$ cat src/prvc_pkg.sv
// Shared types and constants for the rail voltage code converter.
// No dependencies; used by prvc_front and the top level.
package prvc_pkg;

  // field widths
  localparam int unsigned VW = 16;           // requested millivolts
  localparam int unsigned CW = 8;            // register code
  localparam int unsigned MW = 15;           // decoded millivolts
  localparam int unsigned XW = 12;           // clamped voltage / segment offset
  localparam int unsigned KW = 16;           // multiplier constant
  localparam int unsigned PW = XW + KW;      // product
  localparam int unsigned RECIP_SHIFT = 19;  // x < 4096: reciprocals below are exact

  localparam logic MODE_ENCODE = 1'b0;
  localparam logic MODE_DECODE = 1'b1;

  // rail numbers
  localparam logic [3:0] RAIL_BUCK1 = 4'd0;
  localparam logic [3:0] RAIL_BUCK2 = 4'd1;
  localparam logic [3:0] RAIL_BUCK3 = 4'd2;
  localparam logic [3:0] RAIL_BUCK4 = 4'd3;
  localparam logic [3:0] RAIL_BUCK5 = 4'd4;
  localparam logic [3:0] RAIL_ALDO1 = 4'd5;
  localparam logic [3:0] RAIL_DLDO1 = 4'd11;
  localparam logic [3:0] RAIL_DLDO2 = 4'd12;
  localparam logic [3:0] RAIL_CPULDO = 4'd13;

  typedef enum logic [2:0] {
    RC_BUCK1,       // 1500..3400, 100 mV
    RC_BUCK23,      // 500..max, 10/20/100 mV segments
    RC_BUCK4,       // 500..1840, 10/20 mV segments
    RC_BUCK5,       // 1400..3700, 100 mV
    RC_LDO_WIDE,    // 500..3400, 100 mV
    RC_LDO_NARROW,  // 500..1400, 100 mV
    RC_NONE         // no voltage setting
  } rail_class_t;

  // range limits, request width
  localparam logic [VW-1:0] V_500  = VW'(500);
  localparam logic [VW-1:0] V_1400 = VW'(1400);
  localparam logic [VW-1:0] V_1500 = VW'(1500);
  localparam logic [VW-1:0] V_1540 = VW'(1540);
  localparam logic [VW-1:0] V_1600 = VW'(1600);
  localparam logic [VW-1:0] V_1840 = VW'(1840);
  localparam logic [VW-1:0] V_3400 = VW'(3400);
  localparam logic [VW-1:0] V_3700 = VW'(3700);

  // segment bounds, clamped width
  localparam logic [XW-1:0] X_500  = XW'(500);
  localparam logic [XW-1:0] X_1220 = XW'(1220);
  localparam logic [XW-1:0] X_1540 = XW'(1540);
  localparam logic [XW-1:0] X_1600 = XW'(1600);

  // segment start codes
  localparam logic [CW-1:0] SEG1_CODE = CW'(8'b0100_0111);  // 71
  localparam logic [CW-1:0] SEG2_CODE = CW'(8'b0101_1000);  // 88
  localparam logic [CW-1:0] BUCK23_CODE_MASK = CW'(8'h7F);

  // floor(x/k) = (x * RECIP_k) >> RECIP_SHIFT for x < 4096
  localparam logic [KW-1:0] RECIP_10  = KW'(((2 ** RECIP_SHIFT) + 9) / 10);
  localparam logic [KW-1:0] RECIP_20  = KW'(((2 ** RECIP_SHIFT) + 19) / 20);
  localparam logic [KW-1:0] RECIP_100 = KW'(((2 ** RECIP_SHIFT) + 99) / 100);

  // decode step sizes and offsets (offsets are two's complement)
  localparam logic [KW-1:0] STEP_10  = KW'(10);
  localparam logic [KW-1:0] STEP_20  = KW'(20);
  localparam logic [KW-1:0] STEP_100 = KW'(100);
  localparam logic [VW-1:0] OFF_P500   = VW'(500);
  localparam logic [VW-1:0] OFF_P1400  = VW'(1400);
  localparam logic [VW-1:0] OFF_P1500  = VW'(1500);
  localparam logic [VW-1:0] OFF_M200   = VW'(-200);
  localparam logic [VW-1:0] OFF_M7200  = VW'(-7200);

  // largest code any rail can produce (buck 3 at 3400 mV)
  localparam logic [CW-1:0] CODE_MAX = CW'(106);

  // stage 1: rail decoded, voltage clamped
  typedef struct packed {
    logic            valid;
    logic            mode;
    logic            ok;
    rail_class_t     rclass;
    logic            low;     // at or below rail minimum
    logic [XW-1:0]   vc;
    logic [XW-1:0]   lo;
    logic [CW-1:0]   d;
  } clamp_t;

  // stage 2: operands for the shared multiplier
  typedef struct packed {
    logic            valid;
    logic            mode;
    logic            ok;
    logic [XW-1:0]   mul_a;
    logic [KW-1:0]   mul_b;
    logic [VW-1:0]   add_off;
  } mul_op_t;

endpackage

$ cat src/prvc_front.sv
// Front two pipeline stages: rail decode and clamp, then segment select.
// Depends on prvc_pkg.
module prvc_front import prvc_pkg::*; (
  input  logic          clk,
  input  logic          rst_n,
  input  logic          in_valid,
  input  logic          mode,
  input  logic [3:0]    rail,
  input  logic [VW-1:0] req_mv,
  input  logic [CW-1:0] code_in,
  output mul_op_t       op_o
);

  clamp_t  s1_nxt, s1_r;
  mul_op_t op_nxt, op_r;
  logic [VW-1:0] lo_v, hi_v;

  // stage 1
  always_comb begin
    s1_nxt        = '0;
    s1_nxt.valid  = in_valid;
    s1_nxt.mode   = mode;
    lo_v          = V_500;
    hi_v          = V_3400;
    case (rail) inside
      RAIL_BUCK1: begin
        s1_nxt.rclass = RC_BUCK1;
        lo_v          = V_1500;
      end
      RAIL_BUCK2: begin
        s1_nxt.rclass = RC_BUCK23;
        hi_v          = V_1540;
      end
      RAIL_BUCK3: s1_nxt.rclass = RC_BUCK23;
      RAIL_BUCK4: begin
        s1_nxt.rclass = RC_BUCK4;
        hi_v          = V_1840;
      end
      RAIL_BUCK5: begin
        s1_nxt.rclass = RC_BUCK5;
        lo_v          = V_1400;
        hi_v          = V_3700;
      end
      [RAIL_ALDO1:RAIL_DLDO1]: s1_nxt.rclass = RC_LDO_WIDE;
      RAIL_DLDO2, RAIL_CPULDO: begin
        s1_nxt.rclass = RC_LDO_NARROW;
        hi_v          = V_1400;
      end
      default: s1_nxt.rclass = RC_NONE;
    endcase
    s1_nxt.ok  = (s1_nxt.rclass != RC_NONE);
    s1_nxt.lo  = lo_v[XW-1:0];
    s1_nxt.low = (req_mv <= lo_v);
    if (req_mv > hi_v) begin
      s1_nxt.vc = hi_v[XW-1:0];
    end else if (s1_nxt.rclass == RC_BUCK23 && req_mv > V_1540 && req_mv < V_1600) begin
      s1_nxt.vc = X_1540;  // gap between segments snaps down
    end else begin
      s1_nxt.vc = req_mv[XW-1:0];
    end
    s1_nxt.d = (s1_nxt.rclass == RC_BUCK23) ? (code_in & BUCK23_CODE_MASK) : code_in;
  end

  // stage 2
  always_comb begin
    op_nxt         = '0;
    op_nxt.valid   = s1_r.valid;
    op_nxt.mode    = s1_r.mode;
    op_nxt.ok      = s1_r.ok;
    op_nxt.mul_b   = RECIP_100;
    if (s1_r.mode == MODE_ENCODE) begin
      if (!s1_r.low) begin
        case (s1_r.rclass)
          RC_BUCK23: begin
            if (s1_r.vc <= X_1220) begin
              op_nxt.mul_a = s1_r.vc - X_500;
              op_nxt.mul_b = RECIP_10;
            end else if (s1_r.vc <= X_1540) begin
              op_nxt.mul_a   = s1_r.vc - X_1220;
              op_nxt.mul_b   = RECIP_20;
              op_nxt.add_off = VW'(SEG1_CODE);
            end else begin
              op_nxt.mul_a   = s1_r.vc - X_1600;
              op_nxt.add_off = VW'(SEG2_CODE);
            end
          end
          RC_BUCK4: begin
            if (s1_r.vc <= X_1220) begin
              op_nxt.mul_a = s1_r.vc - X_500;
              op_nxt.mul_b = RECIP_10;
            end else begin
              op_nxt.mul_a   = s1_r.vc - X_1220;
              op_nxt.mul_b   = RECIP_20;
              op_nxt.add_off = VW'(SEG1_CODE);
            end
          end
          default: op_nxt.mul_a = s1_r.vc - s1_r.lo;
        endcase
      end
    end else begin
      op_nxt.mul_a   = XW'(s1_r.d);
      op_nxt.mul_b   = STEP_100;
      op_nxt.add_off = OFF_P500;
      case (s1_r.rclass)
        RC_BUCK23: begin
          if (s1_r.d < SEG1_CODE) begin
            op_nxt.mul_b = STEP_10;
          end else if (s1_r.d < SEG2_CODE) begin
            op_nxt.mul_b   = STEP_20;
            op_nxt.add_off = OFF_M200;
          end else begin
            op_nxt.add_off = OFF_M7200;
          end
        end
        RC_BUCK4: begin
          if (s1_r.d < SEG1_CODE) begin
            op_nxt.mul_b = STEP_10;
          end else begin
            op_nxt.mul_b   = STEP_20;
            op_nxt.add_off = OFF_M200;
          end
        end
        RC_BUCK1: op_nxt.add_off = OFF_P1500;
        RC_BUCK5: op_nxt.add_off = OFF_P1400;
        default:  op_nxt.add_off = OFF_P500;
      endcase
    end
  end

  always_ff @(posedge clk) begin
    if (!rst_n) begin
      s1_r <= '0;
      op_r <= '0;
    end else begin
      s1_r <= s1_nxt;
      op_r <= op_nxt;
    end
  end

  assign op_o = op_r;

endmodule

$ cat src/pmic_rail_voltage_code_converter_top.sv
// Top level of the rail voltage code converter: four-stage pipeline.
// Depends on prvc_pkg and prvc_front.
//
// Converts between millivolts and the voltage register codes of fourteen
// regulator rails (buck 1-5, aldo 1-4, bldo 1-2, dldo 1-2, cpu ldo).
// Input: drive in_mode, in_rail, in_req_mv, in_code_in and raise start;
//   the item is taken at the rising edge where start is high and busy low.
//   busy never rises, so one item can be taken every cycle.
// Output: out_valid is high for exactly one cycle per item, with
//   out_code_out (encode), out_millivolts (decode) and out_rail_supported.
//   The unused result field reads zero; rails 14 and 15 give all zeros.
// Stages: rail decode and clamp, segment select,
//   one 12x16 multiply (reciprocal for encode, step size for decode),
//   shift and offset add into the output registers.
// Throughput: one item per cycle, set by the single multiplier stage.
// Reset: synchronous, clears the valid bits of every stage; items in flight
//   are dropped. The receiver cannot stall, so nothing is held back.
module pmic_rail_voltage_code_converter_top import prvc_pkg::*; (
  input  logic          clk,
  input  logic          rst_n,
  input  logic          start,
  output logic          busy,
  input  logic          in_mode,
  input  logic [3:0]    in_rail,
  input  logic [VW-1:0] in_req_mv,
  input  logic [CW-1:0] in_code_in,
  output logic          out_valid,
  output logic [CW-1:0] out_code_out,
  output logic [MW-1:0] out_millivolts,
  output logic          out_rail_supported
);

  mul_op_t       op;
  logic          s3_valid_r, s3_mode_r, s3_ok_r;
  logic [PW-1:0] s3_prod_r;
  logic [VW-1:0] s3_off_r;

  logic          out_valid_r, out_mode_r, out_ok_r;
  logic [CW-1:0] code_nxt, code_r;
  logic [MW-1:0] mv_nxt, mv_r;
  logic [VW-1:0] mv_sum;

  // pipeline never stalls
  assign busy = 1'b0;

  prvc_front u_front (
    .clk        (clk),
    .rst_n      (rst_n),
    .in_valid   (start && !busy),
    .mode       (in_mode),
    .rail       (in_rail),
    .req_mv     (in_req_mv),
    .code_in    (in_code_in),
    .op_o       (op)
  );

  // stage 3: multiply
  always_ff @(posedge clk) begin
    if (!rst_n) begin
      s3_valid_r <= 1'b0;
    end else begin
      s3_valid_r <= op.valid;
    end
    s3_mode_r <= op.mode;
    s3_ok_r   <= op.ok;
    s3_off_r  <= op.add_off;
    s3_prod_r <= PW'(op.mul_a) * PW'(op.mul_b);
  end

  // stage 4: quotient plus segment code, or product plus offset
  assign mv_sum = s3_prod_r[VW-1:0] + s3_off_r;

  always_comb begin
    code_nxt = '0;
    mv_nxt   = '0;
    if (s3_ok_r) begin
      if (s3_mode_r == MODE_ENCODE) begin
        code_nxt = s3_prod_r[RECIP_SHIFT +: CW] + s3_off_r[CW-1:0];
      end else begin
        mv_nxt = mv_sum[MW-1:0];
      end
    end
  end

  always_ff @(posedge clk) begin
    if (!rst_n) begin
      out_valid_r <= 1'b0;
    end else begin
      out_valid_r <= s3_valid_r;
    end
    out_mode_r <= s3_mode_r;
    out_ok_r   <= s3_ok_r;
    code_r     <= code_nxt;
    mv_r       <= mv_nxt;
  end

  assign out_valid          = out_valid_r;
  assign out_code_out       = code_r;
  assign out_millivolts     = mv_r;
  assign out_rail_supported = out_ok_r;

  // rail without a voltage setting gives an all-zero result
  a_unsupported_zero : assert property (@(posedge clk) disable iff (!rst_n)
    out_valid && !out_rail_supported |-> out_code_out == '0 && out_millivolts == '0)
    else $error("unsupported rail gave nonzero result");

  // encode results stay in the code range and leave millivolts clear
  a_encode_range : assert property (@(posedge clk) disable iff (!rst_n)
    out_valid && out_mode_r == MODE_ENCODE |-> out_millivolts == '0 && out_code_out <= CODE_MAX)
    else $error("encode result out of range");

  // decode of a supported rail never goes below 500 mV
  a_decode_floor : assert property (@(posedge clk) disable iff (!rst_n)
    out_valid && out_mode_r == MODE_DECODE && out_rail_supported
      |-> out_code_out == '0 && out_millivolts >= MW'(500))
    else $error("decode result below rail floor");

endmodule
$ cat config.mk
export PLATFORM = sky130hd
export DESIGN_NAME = pmic_rail_voltage_code_converter_top
export DESIGN_NICKNAME = d
export VERILOG_FILES = /design/src/prvc_pkg.sv /design/src/prvc_front.sv /design/src/pmic_rail_voltage_code_converter_top.sv
export SDC_FILE = /design/constraint.sdc
export NUM_CORES = 1
export LEC_CHECK = 0
export ABC_AREA = 1
export BUFFER_PORTS_ARGS = -buffer_cell sky130_fd_sc_hd__buf_2
export CAP_MARGIN = 30
export CORE_ASPECT_RATIO = 1.25
export CORE_UTILIZATION = 60
export CTS_BUF_LIST = sky130_fd_sc_hd__clkbuf_8
export CTS_CLUSTER_SIZE = 14
export DETAILED_ROUTE_END_ITERATION = 6
export GPL_ROUTABILITY_DRIVEN = 0
export PLACE_DENSITY = 0.8
export SLEW_MARGIN = 20
export SYNTH_ARGS = -nofsm -noshare
export SYNTH_HDL_FRONTEND = slang
export SYNTH_SLANG_ARGS = --single-unit
$ cat constraint.sdc
create_clock -name clk -period 6.7 [get_ports clk]
set_clock_uncertainty 0.1 [all_clocks]
set_input_delay 0.67 -clock clk [delete_from_list [all_inputs] [get_ports clk]]
set_output_delay 0.67 -clock clk [all_outputs]
set_load 0.01 [all_outputs]
==> results.yml <==
outcome:
  status: "complete, no violations"
grt:
  grt_max_degree: 26
  grt_usage: 0.296
  grt_pass1_vias: 10400
  antenna_found_initial: 0
  grt_pass1_wl_um: 48200
  overflow: 0
hold_path:
  hp-class: "register to register"
synthesis:
  ys_types: 50
  synth_cells: 1624
  ys_ff_latch: 129
  ys_async_sr_fraction: 0
  seq_area_frac_synth: 0.211
  yosysWarnings: 0
  syn_avg_cell_area_um2: 7.55
  ys.flop_type: "dfxtp_1"
  synth-edff-count: 0
  syn_nets: 1908
  synth_area_um2: 12300
sta:
  slew_viol_final: 0
  rsz0062_at_grt: "no"
  min_period_ns: 5.26
  finalCritPeriodShare: 0.786
  setup_slack_ns: 1.44
  hold_viol_final: 0
  holdWs_ns: 0.228
  maxSlewHeadroom: 0.560
  setup_tns_ns: 0
  setup_viol: 0
  tightest_slew_ns: 0.660
  max_clock_freq_mhz: 190
clock_network:
  cts_setup_buffers: 0
  cts_tree: "built"
  cts.clk_slew.worst_paths_ns: 0.07
  clockRootBuffer: "clkbuf_8"
  cts.sinks: 129
  clockBufferDepth: 2
  clock_latency_ns: 0.45
  ctsResizeCount: 0
  hold_buffers: 0
  htreeDepth: 4
  numCtsBuffers: 17
critical_path:
  critPathMaxFanout: 12
  slowest_delay_ns: 0.74
  path_common_cell: "fa_1"
  cpMaxStageDelayCell: "dfxtp_1"
  crit_type: "register to register"
  arrival_ns: 5.53
  cp_cell_sequence: "nand2_1, fa_1, inv_1, fa_1, fa_1, fa_1, inv_1, fa_1, inv_1, ha_1, nand2_1, inv_1, nand3_1, nor4_1, nand2_1, nand3_1, xor2_1"
  critPathLaunchType: "register"
  worst_ep_required_time_ns: 6.97
  endpoint_kind: "register"
placed_design:
  pre_cts_ws_ns: 1.49
  hpwl_um: 24000
  port_buffers: 56
  postPlaceCellArea_um2: 12700
  dpl.cell_count: 1914
cells_and_area:
  stdcell_count: 1944
  insertedDiodeCount: 0
  nets: 1947
  drive_gt1_frac: 0.0836
  syn2layout_area_growth_pct: 6.64
  final_area_um2: 13100
  postLayoutCoreUtil: 0.650
floorplan:
  coreArea_um2: 20100
  num_io_pins: 58
  start_util: 0.610
  dieArea_um2: 21000
  die_h_um: 162
  die_w_um: 130
  rows: 58
route:
  drt_iter0_drc: 716
  via_count: 10300
  wire_per_inst_um: 14.9
  via_per_inst: 5.32
  wirelength_um: 29000
  firstDrtPassIters: 5
  drc: 0
  postRouteAntennaNets: 0
power:
  power_density_nw_per_um2: 185
  p_leak_nw: 7.62
  ir_worst_vdd_v: 0.000162
  finalPower_mw: 2.42
job:
  cap_violations: 0
==> placed cells by master (no fill, tap or decap), types with 3 or more instances in the layout <==
master      instances
buf_2              56
clkinv_2            4
nand2_4             3
inv_1             363
clkinv_4            3
nand3_1            78
a31oi_1             5
nor3_2              3
a211oi_1            3
o21ai_1             9
clkinvlp_4          5
nand2_2            10
nand2_1           370
dfxtp_1           129
nand3_4             3
nor4_1              5
nor2_1            103
a21oi_1            79
nand3b_1            7
o31ai_1             3
clkbuf_8           17
nand4_1            17
nor3_1             15
ha_1              122
nor2_2              4
a21o_1              4
o21bai_1            8
xnor2_1             9
xor2_1             26
inv_2              13
nor2_4              3
or2_2               5
fa_1              130
o21ai_0            39
==> cell families (layout without fill, tap and decap cells) <==
| family | Yosys count | in the layout | share of synthesized area |
|---|---|---|---|
| AO/OA/AOI/OAI | 159 | 159 | 0.0725 |
| XOR/XNOR | 35 | 35 | 0.0250 |
| adder cells (fa/ha/maj) | 252 | 252 | 0.337 |
| buffers and inverters | 416 | 466 | 0.130 |
| flip-flops | 129 | 129 | 0.211 |
| other | 1 | 1 | 0.000306 |
| AND/OR/NAND/NOR | 632 | 632 | 0.225 |
==> sequential cells by signal, summed over array words and instances (netlist names) <==
register            flops
u_front.op_o           37
u_front.s1_r           28
s3_prod_r              23
out_millivolts         15
s3_off_r               11
out_code_out            8
u_front.op_nxt          3
out_rail_supported      1
out_valid               1
s3_ok_r                 1
s3_valid_r              1
==> Yosys cell counts (2+ instances only) <==
cell      number  area share
nor2_1       103       0.032
o21ai_0       39       0.016
nor2_4         3      0.0028
buf_4          3      0.0018
nand2_2       10      0.0051
o31ai_1        3      0.0018
o211ai_1       2      0.0012
nor2_2         4      0.0020
or2_2          5      0.0026
a21o_1         4      0.0024
inv_2         13      0.0040
nor3_1        15      0.0061
nor4_1         5      0.0026
a31oi_1        5      0.0026
nand2_1      370        0.11
nand4_1       17      0.0087
nand2_4        3      0.0028
inv_1        363        0.11
o21ai_1        9      0.0037
nand3_4        3      0.0043
nand3_1       78       0.032
xor2_1        26       0.019
ha_1         122        0.12
a211oi_1       3      0.0018
nand3_2        2      0.0016
a21oi_1       79       0.032
dfxtp_1      129        0.21
buf_2          4      0.0016
nand3b_1       7      0.0043
o21bai_1       8      0.0049
fa_1         130        0.21
xnor2_1        9      0.0064
nor3_2         3      0.0024
clkbuf_1      29      0.0089
==> worst max-delay path: cells and delay by family, from the launching register on <==
| family | cells | cell delay, ns |
|---|---|---|
| fa+ha+maj | 6 | 3.01 |
| simple gates | 6 | 0.93 |
| flops | 1 | 0.74 |
| buf+inv | 4 | 0.25 |
| xor+xnor | 1 | 0.16 |
==> per-layer routing <==
layer  track usage  wire, um  up-vias
met3        0.0415      1540      120
met4         0.180      1740        0
met2         0.522     14600      386
met1         0.334     11100     4809
met5             0         0        -
li1              -         -     5034
==> power by group <==
group          switching [mW]  internal [mW]  total [mW]  leakage (nW)
registers              0.0915          0.840       0.932          1.06
logic                   0.567          0.322       0.888          6.39
clock network           0.315          0.288       0.603         0.166
==> area by class of cell <==
cell class	count	area (um^2)
clock inverters	13	118
flip-flops and latches	129	2580
repair buffers	57	288
inverters	379	1430
well taps	270	338
clock buffers	17	234
fillers	1740	7030
multi-input cells	1079	8090
==> worst paths after layout <==
check                           depth (start not counted)             start            end  slack, ns
worst max register to register                         17  u_front.op_o[37]  s3_prod_r[25]       1.44
worst min register to register                          0   u_front.op_o[6]    s3_off_r[6]       0.23
worst min-delay path                                    0   u_front.op_o[6]    s3_off_r[6]       0.23
worst max-delay path                                   17  u_front.op_o[37]  s3_prod_r[25]       1.44
Note: power is estimated with default switching activity, not from simulation.
